$ cat src/design/jmss_pkg.sv
// ---------------------------------------------------------------------------
// jmss_pkg - shared types and constants for the JPEG marker segment scanner
// Byte request and result structs, marker codes, search phases and sub-states.
// ---------------------------------------------------------------------------
package jmss_pkg;

	localparam int unsigned POS_W = 21;
	localparam int unsigned OFS_W = 20;

	// frames longer than this are cut off with a frame-too-long result
	localparam logic [POS_W-1:0] MAX_FRAME_BYTES = 21'd1048576;

	localparam logic [7:0] MARK_FRAMING = 8'hff;
	localparam logic [7:0] MARK_SOI     = 8'hd8;
	localparam logic [7:0] MARK_DQT     = 8'hdb;
	localparam logic [7:0] MARK_SOS     = 8'hda;
	localparam logic [7:0] MARK_EOI     = 8'hd9;

	localparam logic [2:0] PH_SOI  = 3'd0;
	localparam logic [2:0] PH_DQT0 = 3'd1;
	localparam logic [2:0] PH_DQT1 = 3'd2;
	localparam logic [2:0] PH_SOS  = 3'd3;
	localparam logic [2:0] PH_SCAN = 3'd4;
	localparam logic [2:0] PH_EOI  = 3'd5;
	localparam logic [2:0] PH_DONE = 3'd6;

	localparam logic [2:0] SUB_FRAME   = 3'd0;
	localparam logic [2:0] SUB_FLAG    = 3'd1;
	localparam logic [2:0] SUB_LENHI   = 3'd2;
	localparam logic [2:0] SUB_LENLO   = 3'd3;
	localparam logic [2:0] SUB_SKIP    = 3'd4;
	localparam logic [2:0] SUB_LENHI_M = 3'd5;
	localparam logic [2:0] SUB_LENLO_M = 3'd6;
	localparam logic [2:0] SUB_SKIP_M  = 3'd7;

	localparam logic [1:0] ST_OK       = 2'd0;
	localparam logic [1:0] ST_NO_SOI   = 2'd1;
	localparam logic [1:0] ST_NO_EOI   = 2'd2;
	localparam logic [1:0] ST_TOO_LONG = 2'd3;

	typedef struct packed {
		logic [7:0] data_byte;
		logic       last_byte;
	} byte_t;

	typedef struct packed {
		logic [1:0]       status;
		logic             table0_found;
		logic [OFS_W-1:0] table0_offset;
		logic             table1_found;
		logic [OFS_W-1:0] table1_offset;
		logic [POS_W-1:0] scan_start;
		logic [POS_W-1:0] scan_end;
	} result_t;

endpackage

$ cat src/design/jpeg_marker_segment_scanner.sv
// ---------------------------------------------------------------------------
// jpeg_marker_segment_scanner - locates SOI, two DQT, SOS and EOI in a frame
// Walks a JPEG frame byte by byte and reports table offsets and scan bounds.
// ---------------------------------------------------------------------------
// Usage
//   byte channel: one frame byte per request, last_byte set on the final byte.
//   result channel: one result per frame, issued with the last byte, or early
//   with status frame-too-long when a byte arrives at offset MAX_FRAME_BYTES
//   before EOI; the remaining bytes up to last_byte are then swallowed.
//   Throughput: one byte per cycle while byte_stall is low. The scan state updates in the cycle a
//   byte is taken; the result sits in the output register in the next cycle.
//   The output register decouples the two sides: a byte is taken whenever
//   the output register is empty or is being emptied in the same cycle, so
//   byte_stall only rises while a result waits and result_stall is high.
//   Reset clears the scan state and drops any pending result. After each
//   result on last_byte the scanner returns to its reset state on its own.
// ---------------------------------------------------------------------------
module jpeg_marker_segment_scanner (
	input  logic             clk,
	input  logic             arst_n,
	input  logic             byte_valid,
	output logic             byte_stall,
	input  jmss_pkg::byte_t  byte_data,
	output logic             result_valid,
	input  logic             result_stall,
	output jmss_pkg::result_t result_data
);
	import jmss_pkg::*;

	logic [2:0]       phase_q, phase_d;
	logic [2:0]       sub_q, sub_d;
	logic [15:0]      skip_q, skip_d;
	logic [7:0]       lenhi_q, lenhi_d;
	logic [POS_W-1:0] pos_q, pos_d;
	logic             pff_q, pff_d;
	logic             done_q, done_d;
	logic             f0_q, f0_d;
	logic             f1_q, f1_d;
	logic [OFS_W-1:0] o0_q, o0_d;
	logic [OFS_W-1:0] o1_q, o1_d;
	logic [POS_W-1:0] db_q, db_d;

	logic             res_valid_q;
	result_t          res_q;

	logic             take;
	logic             overflow;
	logic             run;
	logic             emit;
	logic             restart;
	logic [1:0]       status;
	logic [7:0]       b;

	// working copies
	logic [2:0]       mk_phase;
	logic [7:0]       target;
	logic             take_mark;
	logic             succ;
	logic             fail;
	logic             seg_match;
	logic [2:0]       base_sub;
	logic [15:0]      seg_len;
	logic [15:0]      skip_dec;
	logic             mk_match;
	logic [POS_W-1:0] pos_inc;

	assign take       = byte_valid & ~byte_stall;
	assign byte_stall = res_valid_q & result_stall;
	assign b          = byte_data.data_byte;
	assign overflow   = (phase_q != PH_DONE) && (pos_q >= MAX_FRAME_BYTES);
	assign run        = take && !done_q && (phase_q != PH_DONE) && !overflow;
	assign pos_inc    = pos_q + 21'd1;
	assign seg_len    = {lenhi_q, b};
	assign skip_dec   = (skip_q != 16'd0) ? skip_q - 16'd1 : skip_q;
	assign seg_match  = (sub_q > SUB_SKIP);
	assign base_sub   = seg_match ? sub_q - 3'd3 : sub_q;

	always_comb begin
		phase_d   = phase_q;
		sub_d     = sub_q;
		skip_d    = skip_q;
		lenhi_d   = lenhi_q;
		pos_d     = pos_q;
		pff_d     = pff_q;
		f0_d      = f0_q;
		f1_d      = f1_q;
		o0_d      = o0_q;
		o1_d      = o1_q;
		db_d      = db_q;
		take_mark = 1'b0;
		succ      = 1'b0;
		fail      = 1'b0;
		mk_phase  = (phase_q == PH_SCAN) ? PH_EOI : phase_q;

		unique case (mk_phase)
			PH_SOI:           target = MARK_SOI;
			PH_DQT0, PH_DQT1: target = MARK_DQT;
			PH_SOS:           target = MARK_SOS;
			default:          target = MARK_EOI;
		endcase
		mk_match = (b == target);

		if (run) begin
			pos_d = pos_inc;
			if (phase_q == PH_SCAN) begin
				// 0xff followed by a nonzero byte ends the entropy data
				if (pff_q && b != 8'd0) begin
					pff_d     = 1'b0;
					phase_d   = PH_EOI;
					take_mark = 1'b1;
				end else begin
					pff_d = (b == MARK_FRAMING);
				end
			end else begin
				case (sub_q)
					SUB_FRAME: begin
						if (b != MARK_FRAMING) fail = 1'b1;
						else sub_d = SUB_FLAG;
					end
					SUB_FLAG: take_mark = 1'b1;
					default: begin
						case (base_sub)
							SUB_LENHI: begin
								lenhi_d = b;
								sub_d   = sub_q + 3'd1;
							end
							SUB_LENLO: begin
								if (seg_len < 16'd2) begin
									fail = 1'b1;
								end else begin
									skip_d = seg_len - 16'd2;
									if (seg_match) begin
										if (phase_q == PH_DQT0) f0_d = 1'b1;
										if (phase_q == PH_DQT1) f1_d = 1'b1;
										if (seg_len == 16'd2) succ = 1'b1;
										else sub_d = SUB_SKIP_M;
									end else begin
										sub_d = (seg_len == 16'd2) ? SUB_FRAME : SUB_SKIP;
									end
								end
							end
							default: begin
								skip_d = skip_dec;
								if (skip_dec == 16'd0) begin
									if (seg_match) succ = 1'b1;
									else sub_d = SUB_FRAME;
								end
							end
						endcase
					end
				endcase
			end

			if (take_mark) begin
				if (mk_match && mk_phase == PH_DQT0) o0_d = pos_q[OFS_W-1:0];
				if (mk_match && mk_phase == PH_DQT1) o1_d = pos_q[OFS_W-1:0];
				if (b == MARK_SOI || b == MARK_EOI) begin
					if (mk_match) succ = 1'b1;
					else sub_d = SUB_FRAME;
				end else begin
					sub_d = mk_match ? SUB_LENHI_M : SUB_LENHI;
				end
			end

			if (succ || fail) begin
				sub_d = SUB_FRAME;
				unique case (mk_phase)
					PH_SOI: begin
						if (succ) begin
							phase_d = PH_DQT0;
						end else begin
							phase_d = PH_DONE;
							sub_d   = {1'b0, ST_NO_SOI};
						end
					end
					PH_DQT0: phase_d = PH_DQT1;
					PH_DQT1: phase_d = PH_SOS;
					PH_SOS: begin
						phase_d = PH_SCAN;
						db_d    = pos_inc;
						pff_d   = 1'b0;
					end
					default: begin
						phase_d = PH_DONE;
						sub_d   = succ ? {1'b0, ST_OK} : {1'b0, ST_NO_EOI};
					end
				endcase
			end
		end
	end

	always_comb begin
		if (overflow) status = ST_TOO_LONG;
		else if (phase_d == PH_DONE) status = sub_d[1:0];
		else if (phase_d == PH_SOI) status = ST_NO_SOI;
		else status = ST_NO_EOI;
	end

	assign emit    = take && !done_q && (overflow || byte_data.last_byte);
	assign restart = take && byte_data.last_byte;
	// swallow mode holds until the last byte of the frame restarts the scanner
	assign done_d  = done_q || (take && overflow && !byte_data.last_byte);

	always_ff @(posedge clk or negedge arst_n) begin
		if (!arst_n) begin
			phase_q <= PH_SOI;
			sub_q   <= SUB_FRAME;
			skip_q  <= '0;
			lenhi_q <= '0;
			pos_q   <= '0;
			pff_q   <= 1'b0;
			done_q  <= 1'b0;
			f0_q    <= 1'b0;
			f1_q    <= 1'b0;
			o0_q    <= '0;
			o1_q    <= '0;
			db_q    <= '0;
		end else if (restart) begin
			phase_q <= PH_SOI;
			sub_q   <= SUB_FRAME;
			skip_q  <= '0;
			lenhi_q <= '0;
			pos_q   <= '0;
			pff_q   <= 1'b0;
			done_q  <= 1'b0;
			f0_q    <= 1'b0;
			f1_q    <= 1'b0;
			o0_q    <= '0;
			o1_q    <= '0;
			db_q    <= '0;
		end else begin
			phase_q <= phase_d;
			sub_q   <= sub_d;
			skip_q  <= skip_d;
			lenhi_q <= lenhi_d;
			pos_q   <= pos_d;
			pff_q   <= pff_d;
			done_q  <= done_d;
			f0_q    <= f0_d;
			f1_q    <= f1_d;
			o0_q    <= o0_d;
			o1_q    <= o1_d;
			db_q    <= db_d;
		end
	end

	always_ff @(posedge clk or negedge arst_n) begin
		if (!arst_n) begin
			res_valid_q <= 1'b0;
		end else if (emit) begin
			res_valid_q <= 1'b1;
		end else if (!result_stall) begin
			res_valid_q <= 1'b0;
		end
	end

	always_ff @(posedge clk) begin
		if (emit) begin
			res_q.status        <= status;
			res_q.table0_found  <= f0_d;
			res_q.table0_offset <= f0_d ? o0_d : '0;
			res_q.table1_found  <= f1_d;
			res_q.table1_offset <= f1_d ? o1_d : '0;
			res_q.scan_start    <= db_d;
			res_q.scan_end      <= (status == ST_OK) ? pos_d : '0;
		end
	end

	assign result_valid = res_valid_q;
	assign result_data  = res_q;

	// a byte is only held off while a result is waiting
	a_stall_needs_result: assert property (@(posedge clk) disable iff (!arst_n)
		byte_stall |-> result_valid)
		else $error("byte stalled with no result pending");

	// overflow swallow mode never coexists with the finished phase
	a_done_not_finished: assert property (@(posedge clk) disable iff (!arst_n)
		done_q |-> (phase_q != PH_DONE))
		else $error("overflow flag set in finished phase");

	// finished phase keeps a real status in the sub-state
	a_done_status: assert property (@(posedge clk) disable iff (!arst_n)
		(phase_q == PH_DONE) |-> (sub_q[2] == 1'b0 && sub_q[1:0] != ST_TOO_LONG))
		else $error("bad status held in finished phase");

	// pending 0xff only lives inside the entropy scan
	a_pff_in_scan: assert property (@(posedge clk) disable iff (!arst_n)
		pff_q |-> (phase_q == PH_SCAN))
		else $error("pending 0xff outside entropy scan");

endmodule

$ cat config.mk
export PLATFORM = sky130hd
export DESIGN_NAME = jpeg_marker_segment_scanner
export DESIGN_NICKNAME = d
export VERILOG_FILES = /design/src/design/jmss_pkg.sv /design/src/design/jpeg_marker_segment_scanner.sv
export SDC_FILE = /design/constraint.sdc
export NUM_CORES = 1
export LEC_CHECK = 0
export ABC_AREA = 0
export BUFFER_PORTS_ARGS = -buffer_cell sky130_fd_sc_hd__buf_4
export CAP_MARGIN = 0
export CORE_UTILIZATION = 38
export DETAILED_ROUTE_END_ITERATION = 10
export SLEW_MARGIN = 30
export SYNTH_ARGS = -nofsm -noshare
export SYNTH_HDL_FRONTEND = slang
export SYNTH_SLANG_ARGS = --single-unit
$ cat constraint.sdc
create_clock -name clk -period 12.45 [get_ports clk]
set_clock_uncertainty 0.15 [all_clocks]
set_input_delay 3.1125 -clock clk [delete_from_list [all_inputs] [get_ports clk]]
set_output_delay 3.1125 -clock clk [all_outputs]
set_load 0.02 [all_outputs]
==> impl_metrics.env <==
export IMPL_slew_violations=0
export IMPL_synth_seq_cells=203
export IMPL_syn_area_um2=10200
export IMPL_setup_viol=0
export IMPL_n_antenna_cell=0
export IMPL_synth_ff_type="dfrtp_1"
export IMPL_min_from="o0_q[14]"
export IMPL_vias=7815
export IMPL_grt_pass1_vias=7579
export IMPL_core_um2=26300
export IMPL_htreeDepth=1
export IMPL_synthTopCellsByArea="dfrtp_1 29%, edfxtp_1 25%, nor2_1 7.4%, mux2i_1 4.8%, nand2_1 2.7%"
export IMPL_cellPowerDensity_nw_per_um2=221
export IMPL_die_y_um=166
export IMPL_fp_dieArea_um2=27600
export IMPL_antenna_left=0
export IMPL_fill_cells=2513
export IMPL_timing_rr_start="sub_q[0]"
export IMPL_async_flop_share=0.576
export IMPL_portBuffers=100
export IMPL_antenna_found_initial=0
export IMPL_max_cap_viol_count=0
export IMPL_synthAdderAreaFrac=0.00855
export IMPL_drive_gt1_frac=0.184
export IMPL_cts_hold_buf=0
export IMPL_whs_path_depth=2
export IMPL_overflow=0
export IMPL_post_route_period_util=0.544
export IMPL_synth_top_family_by_area="simple AND/OR/NAND/NOR gates"
export IMPL_avgSynthCellArea_um2=10.3
export IMPL_rsz0062_at_grt="false"
export IMPL_synth_compound_area_frac=0.116
export IMPL_cts_sinks=203
export IMPL_crit_required_ns=9.19
export IMPL_numCtsBuffers=23
export IMPL_synthToLayoutAreaGrowth_pct=18.4
export IMPL_drt_wirelength_per_cell_um=18.7
export IMPL_place_ws_ns=5.52
export IMPL_die_x_um=166
export IMPL_crit_fanout=3
export IMPL_p_leak_nw=5.21
export IMPL_hold_viol=0
export IMPL_drt_wl_total_mm=26.5
export IMPL_violations="DRC"
export IMPL_rows=59
export IMPL_crit_start="result_stall"
export IMPL_worstSetupPathType="input pin to output pin"
export IMPL_regArea_um2=5510
export IMPL_max_slew_margin=0.347
export IMPL_drt_iter0_drc=612
export IMPL_worstRegToRegCells=14
export IMPL_ir_drop_mv=0.107
export IMPL_cts_setup_buffers=0
export IMPL_gp_congestion=0.874
export IMPL_synth_top_area_frac=0.286
export IMPL_cts_root_buf="clkbuf_16"
export IMPL_layout_commonest_cell="nor2_1"
export IMPL_dp_hpwl_mm=18.1
export IMPL_multi_input_area_um2=4400
export IMPL_cts_buffer_depth=3
export IMPL_synth_mux_area_frac=0.0501
export IMPL_grt_pass1_wl_mm=43.0
export IMPL_track_usage=0.196
export IMPL_insertion_delay_ns=0.54
export IMPL_grt_max_degree=71
export IMPL_finalNetCount=1084
export IMPL_status="complete, but fails checks"
export IMPL_first_pass_iters=8
export IMPL_syn_inst=996
export IMPL_syn_nets=1016
export IMPL_cts_clk_slew_worst_paths_ns=0.07
export IMPL_critPathArrivalTime_ns=3.52
export IMPL_yosysTopAreaCell="dfrtp_1"
export IMPL_fmax_mhz=148
export IMPL_synth_xor_xnor_area_share=0.0428
export IMPL_synth_simple_area_share=0.207
export IMPL_tightestPinTransition_ns=0.955
export IMPL_start_util=0.390
export IMPL_ys_warn_count=0
export IMPL_ys_seq_area_frac=0.538
export IMPL_final_cell_mix="201 x nor2_1, 117 x dfrtp_1, 110 x buf_4"
export IMPL_finalSetupTns_ns=0
export IMPL_cts_tree="done"
export IMPL_drc=5
export IMPL_holdCritPathClass="flop to flop"
export IMPL_via_per_inst=5.52
export IMPL_netlist_cell_type_count=77
export IMPL_crit_path_start_kind="input pin"
export IMPL_ios=101
export IMPL_worst_slack_ns=5.67
export IMPL_cp_end_kind="output pin"
export IMPL_cts_resized=0
export IMPL_min_period_ns=6.78
export IMPL_synth_edf_count=86
[layout make-up]
cell class | instances | area share
clock buffer | 26 | 0.0492
timing repair buffer | 111 | 0.0691
tap | 335 | 0.0346
sequential | 203 | 0.455
multi-input combinational | 705 | 0.363
inverter | 20 | 0.00619
clock inverter | 16 | 0.0232
[where the power goes]
group	internal, mW	total, mW	switching [mW]	leakage (nW)
clock	0.494	0.781	0.287	0.424
combinational	0.371	1.03	0.659	2.35
sequential	0.772	0.865	0.0933	2.44
total	1.64	2.68	1.04	5.21
[synthesized netlist by cell type, drive strengths merged, types with 9 or more instances]
cell and count:
dfrtp 117, a21oi 46, edfxtp 86, nor3 40, xnor2 27, and2 10, buf 18, xor2 23
inv 20, or2 9, a211oi 25, nand3 21, o21ai 24, clkbuf 50, nor2 202, or4 11
nand2 73, mux2i 49
[flip-flops by register name, summed over array words and instances (netlist names), 8 cells and up]
signal and cells:
result_data 86, o0_q 20, pos_q 21, skip_q 16, db_q 21, o1_q 20, lenhi_q 8
[per-layer routing]
| metal | track usage | vias to the layer above | wire, um |
|---|---|---|---|
| met2 | 0.288 | 237 | 11400 |
| met3 | 0.0296 | 41 | 1570 |
| met5 | 0 | - | 0 |
| met4 | 0.0561 | 0 | 593 |
| li1 | - | 3707 | - |
| met1 | 0.297 | 3830 | 12900 |
[cells by family after synthesis]
| group | count (synthesis) |
|---|---|
| AND/OR/NAND/NOR | 426 |
| flip-flops | 203 |
| AO/OA/AOI/OAI | 171 |
| buffers and inverters | 88 |
| multiplexers | 51 |
| XOR/XNOR | 50 |
| adder cells (fa/ha/maj) | 7 |
[path summary, 6_finish.rpt]
path | end | slack, ns
min in group asynchronous | lenhi_q[6] | 2.46
max | byte_stall | 5.67
max reg2reg | result_data[85] | 7.41
max in group asynchronous | o1_q[5] | 8.61
min reg2reg | o0_q[14] | 0.36
min | o0_q[14] | 0.36
[critical path, cell delays in order]
cell and delay, ns:
buf_4 0.11, nand2_1 0.09, inv_1 0.06, buf_4 0.15
[stage by stage]
stage	instances	power [mW]	cell area [um^2]	utilization	hold WS [ns]
after floorplan	996	1.65	10200	-	0.322
after global placement	1374	1.89	11200	0.427	0.337
after detailed placement	1374	1.89	11200	0.427	0.345
after CTS	1416	2.68	12100	0.461	0.361
after global routing	1416	2.83	12100	0.461	0.389
final	1416	2.68	12100	0.461	0.357
(Power assumes the default switching activity.)
